===== config.mk =====
export PLATFORM = sky130hd
export DESIGN_NAME = altitude_peak_velocity_tracker
export DESIGN_NICKNAME = d
export VERILOG_FILES = /design/src/hdl/apvt_pkg.sv /design/src/hdl/altitude_peak_velocity_tracker.sv /design/src/hdl/apvt_divider.sv
export SDC_FILE = /design/constraint.sdc
export NUM_CORES = 1
export LEC_CHECK = 0
export ABC_AREA = 1
export BUFFER_PORTS_ARGS = -buffer_cell sky130_fd_sc_hd__buf_2
export CAP_MARGIN = 20
export CORE_MARGIN = 5
export CORE_UTILIZATION = 60
export DETAILED_ROUTE_END_ITERATION = 8
export PLACE_DENSITY = 0.87
export SETUP_SLACK_MARGIN = 0.05
export SLEW_MARGIN = 15
export SYNTH_ARGS = -nofsm -noshare
export SYNTH_HDL_FRONTEND = slang
export SYNTH_SLANG_ARGS = --single-unit

===== constraint.sdc =====
create_clock -name clk_i -period 4.73 [get_ports clk_i]
set_input_delay 0.946 -clock clk_i [delete_from_list [all_inputs] [get_ports clk_i]]
set_output_delay 0.946 -clock clk_i [all_outputs]
set_load 0.03 [all_outputs]

===== src/hdl/apvt_pkg.sv =====
package apvt_pkg;

  localparam int unsigned ALT_W   = 16;
  localparam int unsigned PERIOD_W = 16;
  // |delta * 1000| <= 32768000 fits 25 magnitude bits plus sign
  localparam int unsigned PROD_W  = 26;
  localparam int unsigned DIV_W   = 25;
  localparam int unsigned DIV_CNT_W = $clog2(DIV_W);

  localparam logic signed [PROD_W-1:0] VELO_SCALE = 26'sd1000;
  localparam logic [PERIOD_W-1:0] PERIOD_RESET = 16'd100;

  localparam logic OP_SAMPLE = 1'b0;
  localparam logic OP_ARM    = 1'b1;

  localparam logic [1:0] KIND_ALTITUDE = 2'd0;
  localparam logic [1:0] KIND_CAPTURED = 2'd1;
  localparam logic [1:0] KIND_ARMED    = 2'd2;

  localparam logic [PERIOD_W-1:0] OSR_T0 = 16'd11;
  localparam logic [PERIOD_W-1:0] OSR_T1 = 16'd19;
  localparam logic [PERIOD_W-1:0] OSR_T2 = 16'd35;
  localparam logic [PERIOD_W-1:0] OSR_T3 = 16'd67;
  localparam logic [PERIOD_W-1:0] OSR_T4 = 16'd131;
  localparam logic [PERIOD_W-1:0] OSR_T5 = 16'd259;
  localparam logic [PERIOD_W-1:0] OSR_T6 = 16'd513;

  typedef struct packed {
    logic                    opcode;
    logic signed [ALT_W-1:0] altitude_raw;
  } apvt_in_t;

  typedef struct packed {
    logic [1:0]              report_kind;
    logic signed [ALT_W-1:0] altitude_now;
    logic signed [ALT_W-1:0] altitude_peak;
    logic signed [ALT_W-1:0] climb_rate;
    logic signed [ALT_W-1:0] climb_rate_peak;
    logic [2:0]              oversample_code;
  } apvt_out_t;

  typedef struct packed {
    logic busy;
    logic done;
  } apvt_div_status_t;

  function automatic logic [2:0] osr_code(input logic [PERIOD_W-1:0] p);
    logic [2:0] code;
    priority if (p <= OSR_T0) code = 3'd0;
    else if (p <= OSR_T1) code = 3'd1;
    else if (p <= OSR_T2) code = 3'd2;
    else if (p <= OSR_T3) code = 3'd3;
    else if (p <= OSR_T4) code = 3'd4;
    else if (p <= OSR_T5) code = 3'd5;
    else if (p <= OSR_T6) code = 3'd6;
    else code = 3'd7;
    return code;
  endfunction

endpackage


===== src/hdl/altitude_peak_velocity_tracker.sv =====
// Altitude and climb-rate tracker for a barometric altimeter.
// Input channel (in_valid_i/in_ready_o/in_data_i): each transaction is an
// altitude sample or a request to arm ground calibration. Output channel
// (out_valid_o/out_ready_i/out_data_o): exactly one report per input.
// cfg_we_i/cfg_data_i write the sample period in ms; write it only while idle.
// The block takes one transaction at a time. An arm request or a ground
// capture goes straight to delivery, skipping the arithmetic. For an altitude
// sample the change is multiplied by 1000, then the period is checked: a zero
// period skips the division, else the bit-serial restoring divider forms the
// 25-bit quotient. in_ready_o rises again as soon as the result moves
// into the output register, so a new transaction can start while the
// receiver still holds off the last report. If the receiver stalls, the
// finished report waits in the sequencer until the output register frees
// up. Reset clears ground level, peaks and the arm flag, sets the period
// to 100 and leaves both channels empty.
module altitude_peak_velocity_tracker import apvt_pkg::*; (
  input  logic                clk_i,
  input  logic                rst_ni,
  input  logic                in_valid_i,
  output logic                in_ready_o,
  input  apvt_in_t            in_data_i,
  output logic                out_valid_o,
  input  logic                out_ready_i,
  output apvt_out_t           out_data_o,
  input  logic                cfg_we_i,
  input  logic [PERIOD_W-1:0] cfg_data_i
);

  typedef enum logic [2:0] {
    S_IDLE,
    S_MUL,
    S_SIGN,
    S_DIV,
    S_DELIVER
  } state_e;

  state_e state_q;

  logic [PERIOD_W-1:0]     period_q;
  logic [ALT_W-1:0]        ground_q;
  logic                    armed_q;
  logic signed [ALT_W-1:0] cur_alt_q;
  logic signed [ALT_W-1:0] peak_alt_q;
  logic signed [ALT_W-1:0] peak_rate_q;
  logic signed [ALT_W-1:0] delta_q;
  logic signed [PROD_W-1:0] prod_q;
  logic                    div_start_q;
  apvt_out_t               res_q;
  apvt_out_t               out_q;
  logic                    out_valid_q;

  logic signed [ALT_W-1:0]  new_alt;
  logic signed [ALT_W-1:0]  delta;
  logic signed [ALT_W-1:0]  peak_alt_new;
  logic signed [PROD_W-1:0] prod;
  logic [PROD_W-1:0]        prod_mag;
  logic                     prod_neg;
  logic signed [ALT_W-1:0]  rate;
  logic [DIV_W-1:0]         quotient;
  apvt_div_status_t         div_stat;
  logic                     in_fire;

  assign in_ready_o = (state_q == S_IDLE);
  assign in_fire    = in_valid_i && in_ready_o;

  // Altitude above ground and the change since the last sample, both wrap.
  always_comb begin
    new_alt      = in_data_i.altitude_raw - $signed(ground_q);
    delta        = new_alt - cur_alt_q;
    peak_alt_new = (new_alt > peak_alt_q) ? new_alt : peak_alt_q;
  end

  assign prod     = PROD_W'(delta_q) * VELO_SCALE;
  assign prod_neg = prod_q[PROD_W-1];
  assign prod_mag = prod_neg ? PROD_W'(-prod_q) : prod_q;

  // Truncating signed division: divide magnitudes, restore the sign, wrap.
  assign rate = prod_neg ? -$signed(quotient[ALT_W-1:0]) : $signed(quotient[ALT_W-1:0]);

  apvt_divider u_div (
    .clk_i      (clk_i),
    .rst_ni     (rst_ni),
    .start_i    (div_start_q),
    .dividend_i (prod_mag[DIV_W-1:0]),
    .divisor_i  (period_q),
    .status_o   (div_stat),
    .quotient_o (quotient)
  );

  always_ff @(posedge clk_i or negedge rst_ni) begin
    if (!rst_ni) begin
      state_q     <= S_IDLE;
      period_q    <= PERIOD_RESET;
      ground_q    <= '0;
      armed_q     <= 1'b0;
      cur_alt_q   <= '0;
      peak_alt_q  <= '0;
      peak_rate_q <= '0;
      delta_q     <= '0;
      prod_q      <= '0;
      div_start_q <= 1'b0;
      res_q       <= '0;
      out_q       <= '0;
      out_valid_q <= 1'b0;
    end else begin
      if (cfg_we_i) begin
        period_q <= cfg_data_i;
      end
      // Drop the report once the receiver takes it.
      if (out_ready_i) begin
        out_valid_q <= 1'b0;
      end
      unique case (state_q)
        S_IDLE: begin
          if (in_fire) begin
            res_q.report_kind     <= KIND_ALTITUDE;
            res_q.altitude_now    <= cur_alt_q;
            res_q.altitude_peak   <= peak_alt_q;
            res_q.climb_rate      <= '0;
            res_q.climb_rate_peak <= peak_rate_q;
            res_q.oversample_code <= '0;
            if (in_data_i.opcode == OP_ARM) begin
              armed_q           <= 1'b1;
              res_q.report_kind <= KIND_ARMED;
              state_q           <= S_DELIVER;
            end else if (armed_q) begin
              ground_q          <= in_data_i.altitude_raw;
              armed_q           <= 1'b0;
              res_q.report_kind <= KIND_CAPTURED;
              state_q           <= S_DELIVER;
            end else begin
              cur_alt_q           <= new_alt;
              peak_alt_q          <= peak_alt_new;
              delta_q             <= delta;
              res_q.altitude_now  <= new_alt;
              res_q.altitude_peak <= peak_alt_new;
              state_q             <= S_MUL;
            end
          end
        end
        S_MUL: begin
          prod_q  <= prod;
          state_q <= S_SIGN;
        end
        S_SIGN: begin
          // A zero period skips the division and reports a rate of zero.
          if (period_q == '0) begin
            state_q <= S_DELIVER;
          end else begin
            div_start_q <= 1'b1;
            state_q     <= S_DIV;
          end
        end
        S_DIV: begin
          div_start_q <= 1'b0;
          if (div_stat.done) begin
            res_q.climb_rate <= rate;
            if (rate > peak_rate_q) begin
              peak_rate_q           <= rate;
              res_q.climb_rate_peak <= rate;
            end
            state_q <= S_DELIVER;
          end
        end
        S_DELIVER: begin
          // Hold the report until the output register is free.
          if (!out_valid_q || out_ready_i) begin
            out_q                 <= res_q;
            out_q.oversample_code <= osr_code(period_q);
            out_valid_q           <= 1'b1;
            state_q               <= S_IDLE;
          end
        end
        default: state_q <= S_IDLE;
      endcase
    end
  end

  assign out_valid_o = out_valid_q;
  assign out_data_o  = out_q;

  a_div_blocks_input: assert property (@(posedge clk_i) disable iff (!rst_ni)
    div_stat.busy |-> !in_ready_o)
    else $error("input accepted while divider busy");

  a_arm_sets_flag: assert property (@(posedge clk_i) disable iff (!rst_ni)
    (in_fire && in_data_i.opcode == OP_ARM) |=> armed_q)
    else $error("arm request did not set calibration flag");

  a_peak_covers_now: assert property (@(posedge clk_i) disable iff (!rst_ni)
    (out_valid_o && out_data_o.report_kind == KIND_ALTITUDE)
      |-> (out_data_o.altitude_peak >= out_data_o.altitude_now))
    else $error("peak altitude below current altitude");

  a_rate_zero_other_kinds: assert property (@(posedge clk_i) disable iff (!rst_ni)
    (out_valid_o && out_data_o.report_kind != KIND_ALTITUDE)
      |-> (out_data_o.climb_rate == '0))
    else $error("nonzero climb rate on calibration report");

endmodule


===== src/hdl/apvt_divider.sv =====
module apvt_divider import apvt_pkg::*; (
  input  logic                clk_i,
  input  logic                rst_ni,
  input  logic                start_i,
  input  logic [DIV_W-1:0]    dividend_i,
  input  logic [PERIOD_W-1:0] divisor_i,
  output apvt_div_status_t    status_o,
  output logic [DIV_W-1:0]    quotient_o
);

  logic [DIV_W-1:0]     dvd_q;
  logic [PERIOD_W-1:0]  dvs_q;
  logic [PERIOD_W-1:0]  rem_q;
  logic [PERIOD_W-1:0]  rem_d;
  logic [DIV_CNT_W-1:0] cnt_q;
  logic                 busy_q;
  logic                 done_q;
  logic [PERIOD_W:0]    shifted;
  logic                 q_bit;

  // One restoring step: bring in the next dividend bit, subtract if it fits.
  always_comb begin
    shifted = {rem_q, dvd_q[DIV_W-1]};
    q_bit   = (shifted >= {1'b0, dvs_q});
    if (q_bit) begin
      rem_d = PERIOD_W'(shifted - {1'b0, dvs_q});
    end else begin
      rem_d = shifted[PERIOD_W-1:0];
    end
  end

  always_ff @(posedge clk_i or negedge rst_ni) begin
    if (!rst_ni) begin
      dvd_q  <= '0;
      dvs_q  <= '0;
      rem_q  <= '0;
      cnt_q  <= '0;
      busy_q <= 1'b0;
      done_q <= 1'b0;
    end else if (start_i) begin
      dvd_q  <= dividend_i;
      dvs_q  <= divisor_i;
      rem_q  <= '0;
      cnt_q  <= DIV_CNT_W'(DIV_W - 1);
      busy_q <= 1'b1;
      done_q <= 1'b0;
    end else if (busy_q) begin
      rem_q <= rem_d;
      dvd_q <= {dvd_q[DIV_W-2:0], q_bit};
      if (cnt_q == '0) begin
        busy_q <= 1'b0;
        done_q <= 1'b1;
      end else begin
        cnt_q <= cnt_q - 1'b1;
      end
    end else begin
      done_q <= 1'b0;
    end
  end

  assign status_o.busy = busy_q;
  assign status_o.done = done_q;
  assign quotient_o    = dvd_q;

endmodule

Word level (Yosys, flattened, before mapping)
Index checks and enable logic that the tools add are counted.
{ "op_classes": {"add_sub_neg": 6, "mul": 1, "magnitude_cmp": 10, "n_eq_ne": 11, "n_mux": 45, "n_bitwise": 2, "reduce_logical": 19} }
{ "ops": {"columns": ["op", "count"], "rows": [
  ["two-way mux 16 bit", 6],
  ["two-way mux 32 bit", 3],
  ["two-way mux 25 bit", 3],
  ["case mux 32 bit (2 select lines)", 1],
  ["subtractor 16 bit", 3],
  ["two-way mux 35 bit", 1],
  ["> comparator 16 bit", 2],
  ["two-way mux 3 bit", 10],
  ["negation 25 bit", 1],
  ["multiplier 16 x 8 -> 23 bit (second input constant)", 1],
  [">= comparator 17 x 16 -> 1 bit", 1],
  ["<= comparator 16 x 10 -> 1 bit (second input constant)", 1],
  ["<= comparator 16 x 4 -> 1 bit (second input constant)", 1],
  ["<= comparator 16 x 5 -> 1 bit (second input constant)", 1],
  ["<= comparator 16 x 6 -> 1 bit (second input constant)", 1],
  ["<= comparator 16 x 7 -> 1 bit (second input constant)", 1],
  ["<= comparator 16 x 8 -> 1 bit (second input constant)", 1],
  ["<= comparator 16 x 9 -> 1 bit (second input constant)", 1],
  ["logical NOT 16 bit", 1],
  ["negation 16 bit", 1],
  ["two-way mux 5 bit", 3],
  ["case mux 3 bit (5 select lines)", 1],
  ["two-way mux 1 bit", 13],
  ["AND reduction 4 bit", 3],
  ["18 further kinds", 33]
]} }
{ "word_totals": {"reg_bits": 324, "wordCells": 122} }

Logic depth before layout (Yosys ltp)
{ "logic_depth": {"depth_word": 8, "ltp_mapped": 24} }

Cells and area by module
Synthesis repeated with hierarchy kept, for this count alone.
{ "unflattened": {"hier_cells": 2776, "hier_area_um2": 21259.1} }
{ "modules_own_cells": {"columns": ["module", "n_inst", "cells_each", "area_each_um2"], "rows": [
  ["altitude_peak_velocity_tracker", 1, 2236, 17304.1],
  ["apvt_divider", 1, 540, 3955.0]
]} }

Least setup slack after synthesis
No wires, ideal clock.
{ "synth_timing": {"path_kind": "reg-to-reg", "from": "reg delta_q[3]", "to": "reg prod_q[23]", "setup_ns": 0.132, "t_arrival_ns": 3.891, "t_required_ns": 4.598, "path_slack_ns": 0.707, "path_stages_with_launch": 19, "n_path_buf": 0, "synth_period_minus_slack_ns": 4.023, "cell_sequence": "dfrtp_1 -> inv_1 -> fa_1 -> fa_1 -> inv_1 -> fa_1 -> inv_1 -> fa_1 -> inv_1 -> ha_1 -> inv_1 -> o21ai_0 -> nand2_1 -> nand2_1 -> nand4_1 -> nand2_1 -> nand2_1 -> nand3_1 -> o21ai_0"} }
{ "synth_via": {"elab_chain_cells": 1} }
{ "synth_rtl": {"columns": ["element", "line_no", "text"], "rows": [
  ["start, declared", "altitude_peak_velocity_tracker.sv:45", "logic signed [ALT_W-1:0] delta_q;"],
  ["start signal, assigned", "altitude_peak_velocity_tracker.sv:134", "delta_q <= delta;"],
  ["multiplier 16 x 8 -> 23 bit", "altitude_peak_velocity_tracker.sv:73", "assign prod = PROD_W'(delta_q) * VELO_SCALE;"],
  ["end signal, assigned", "altitude_peak_velocity_tracker.sv:142", "prod_q <= prod;"],
  ["end, declared", "altitude_peak_velocity_tracker.sv:46", "logic signed [PROD_W-1:0] prod_q;"]
]} }
No other way between the ends.
A chain may end at the register's enable or synchronous reset.

Worst setup path in the final report
{ "layout_timing": {"from": "reg delta_q[5]", "to": "reg prod_q[18]"} }
The elaborated chain is that of the path after synthesis.

==> metrics.cfg <==
[die]
start_util = 0.606
rows = 68
dieWidth_um = 197
core-area_um2 = 34500
die_height_um = 197
io_pins = 109
dieArea_um2 = 38600

[routing]
drtIter0Drc = 1266
vias = 18000
first_pass_iters = 7
wl_per_cell_um = 15.5
via_per_inst = 5.55
drc = 0
antenna_left = 0
routed_wl_um = 50200

[sta]
rsz0062_at_grt = no
slew_headroom = 0.298
fmax_mhz = 229
finalHoldViolations = 0
setup_tns_ns = 0
setup_violations = 0
min_period_ns = 4.36
tightestPinTransition_ns = 1.05
fin_worst_skew_ns = 0.0205
setup_ws_ns = 0.367
slew_viol_final = 0
timing.final.crit_share = 0.922

[synthesis]
ys_async_sr_fraction = 1.00
ys_top_cells_by_area = dfrtp_1 (38%), nand2_1 (14%), ha_1 (8.5%)
synthDistinctLibCells = 56
ys_ff_latch = 323
synth_top_cell_area_share = 0.383
synth_nets = 2929
yosysTopAreaCell = dfrtp_1
syn-cell-area_um2 = 20900
syn_avg_cell_area_um2 = 7.77
synth.most_common_cell = nand2_1
synth_flop_cell = dfrtp_1
synth_cells = 2688
seq_area_frac_synth = 0.387
synth_common_cells = nand2_1 (771), inv_1 (456), dfrtp_1 (320), nand3_1 (171), o21ai_0 (166)
yosysWarnings = 0
synth-edff-count = 0

[setup_path]
crit_buf_inv = 4
cp.arrival_ns = 4.74
crit_chain = inv_1 > fa_1 > fa_1 > inv_1 > fa_1 > inv_1 > fa_1 > inv_1 > ha_1 > a21oi_1 > nor2_1 > nor2_1 > nand2_1 > nand2_1 > nand2_1 > xnor2_1 > o21ai_0
crit_path_top_delay_cell = fa_1
end_kind = flop
crit_required_ns = 5.11
worst_setup_path_start_kind = flop
crit_family = adder cells
crit_fanout = 5
cp_slowest_stage_delay_ns = 0.52
critical_path_class = reg2reg

[placement]
dp.cells = 3187
gp_congestion = 0.953
place_ws_ns = 0.333
io_buffers = 108
hpwl_um = 37400

[clock_tree]
htreeDepth = 2
cts_max_path_buffers = 3
cts_resized = 0
cts_buffers = 35
cts_hold_buf = 0
root_buffer = clkbuf_16
clkSlewWorstSetupHoldPaths_ns = 0.06
postCtsSetupBuffers = 0
cts.sinks = 323
cts_tree = built
insertion_delay_ns = 0.53

[global_routing]
grt_pass1_wl_um = 85700
grt_pass1_vias = 18100
gr-usage-all-layers = 0.261
antenna_found_initial = 0
grt_max_degree = 107
grt_remaining_overflow = 0

[outcome]
outcome = complete, no violations

[layout]
fin_cells = 3249
n_fill_cell = 2824
insertedDiodeCount = 0
final_nets = 3010
drive_gt1_frac = 0.0841
syn_to_final_growth_pct = 9.96

[job]
max-cap-violations = 0

[hold_path]
hp-class = in2async

==> worst paths after layout <==
kind                                                 start                          end  slack [ns]  cells past startpoint
worst max-delay path                delta_q[5]$_DFFE_PN0P_       prod_q[18]$_DFFE_PN0P_        0.37                     17
worst min-delay path                                rst_ni  u_div.rem_q[11]$_DFFE_PN0P_        0.45                      1
worst max register to register      delta_q[5]$_DFFE_PN0P_       prod_q[18]$_DFFE_PN0P_        0.37                     17
worst min register to register  out_data_o[17]$_DFFE_PN0P_   out_data_o[17]$_DFFE_PN0P_        0.46                      2
max in group asynchronous                           rst_ni    out_data_o[3]$_DFFE_PN0P_        3.19                      2
min in group clk_i              out_data_o[17]$_DFFE_PN0P_   out_data_o[17]$_DFFE_PN0P_        0.46                      2
==> final cells by class <==
cell class | count | area, um2 | share of cell area
clock buffers | 46 | 988 | 0.0430
inverters | 466 | 1750 | 0.0762
well taps | 455 | 569 | 0.0248
repair buffers | 120 | 666 | 0.0290
flip-flops and latches | 323 | 8090 | 0.352
clock inverters | 16 | 236 | 0.0103
multi-input cells | 1823 | 10700 | 0.465
==> stage by stage <==
stage               instance area [um2]   util  hold WS (ns)
floorplan                         20900      -         0.442
global placement                  21700  0.631         0.448
detailed placement                21700  0.631         0.453
CTS                               23000  0.666         0.468
global route                      23000  0.666         0.490
finish                            23000  0.666         0.454
==> state kept, by name (all words and copies together) (netlist names), 23 cells and up <==
signal and count:
prod_q 23, res_q 65, out_data_o 69, u_div.quotient_o 25
==> placed cells by master (no fill, tap or decap), types with 4 or more instances in the layout <==
cell type / Yosys / routed
fa_1: 61 / 61
clkbuf_1: 36 / 5
nand2_1: 771 / 771
nand2_4: 4 / 4
bufinv_16: 0 / 5
nor3_1: 10 / 9
buf_2: 23 / 107
xnor2_1: 13 / 13
inv_6: 0 / 4
clkbuf_8: 0 / 5
nand3_2: 4 / 4
o21ai_0: 166 / 165
a22oi_1: 17 / 17
mux2_2: 5 / 5
a21oi_1: 92 / 92
o21ai_1: 31 / 32
nor2_4: 4 / 4
clkbuf_16: 0 / 36
a31oi_1: 8 / 8
o21bai_1: 9 / 9
o22ai_1: 11 / 11
dfrtp_1: 320 / 320
a21o_1: 6 / 6
inv_1: 456 / 456
or2_2: 5 / 5
nand2_2: 7 / 7
xor2_1: 29 / 29
nor2_2: 5 / 5
nand3_1: 171 / 171
nand3b_1: 13 / 13
nor2_1: 142 / 142
clkinv_2: 0 / 4
ha_1: 142 / 142
inv_2: 9 / 9
buf_4: 6 / 10
nand4_1: 41 / 41
o221ai_1: 29 / 29
==> per-layer routing <==
layer	track usage	up-vias	share of wire
li1	-	8716	-
met1	0.340	8675	0.42
met2	0.452	523	0.50
met3	0.0340	119	0.045
met4	0.0922	0	0.034
met5	0	-	0
==> worst register-to-register path: stages, from the launching register on <==
cell	delay, ns
dfrtp_1	0.44
inv_1	0.21
fa_1	0.48
fa_1	0.49
inv_1	0.05
fa_1	0.52
inv_1	0.05
fa_1	0.52
inv_1	0.04
ha_1	0.35
a21oi_1	0.22
nor2_1	0.07
nor2_1	0.12
nand2_1	0.12
nand2_1	0.09
nand2_1	0.06
xnor2_1	0.24
o21ai_0	0.13
==> kinds of logic (layout without fill, tap and decap cells) <==
group / after synthesis / in the layout / synth area share
AO/OA/AOI/OAI: 383 / 383 / 0.104
XOR/XNOR: 42 / 42 / 0.0176
adder cells (fa/ha/maj): 203 / 203 / 0.144
buffers and inverters: 542 / 648 / 0.103
flip-flops: 323 / 323 / 0.387
multiplexers: 6 / 6 / 0.00341
AND/OR/NAND/NOR: 1189 / 1189 / 0.241
Power is not shown: default switching activity piles up to over one toggle a cycle in this logic, so the estimate is an artifact.
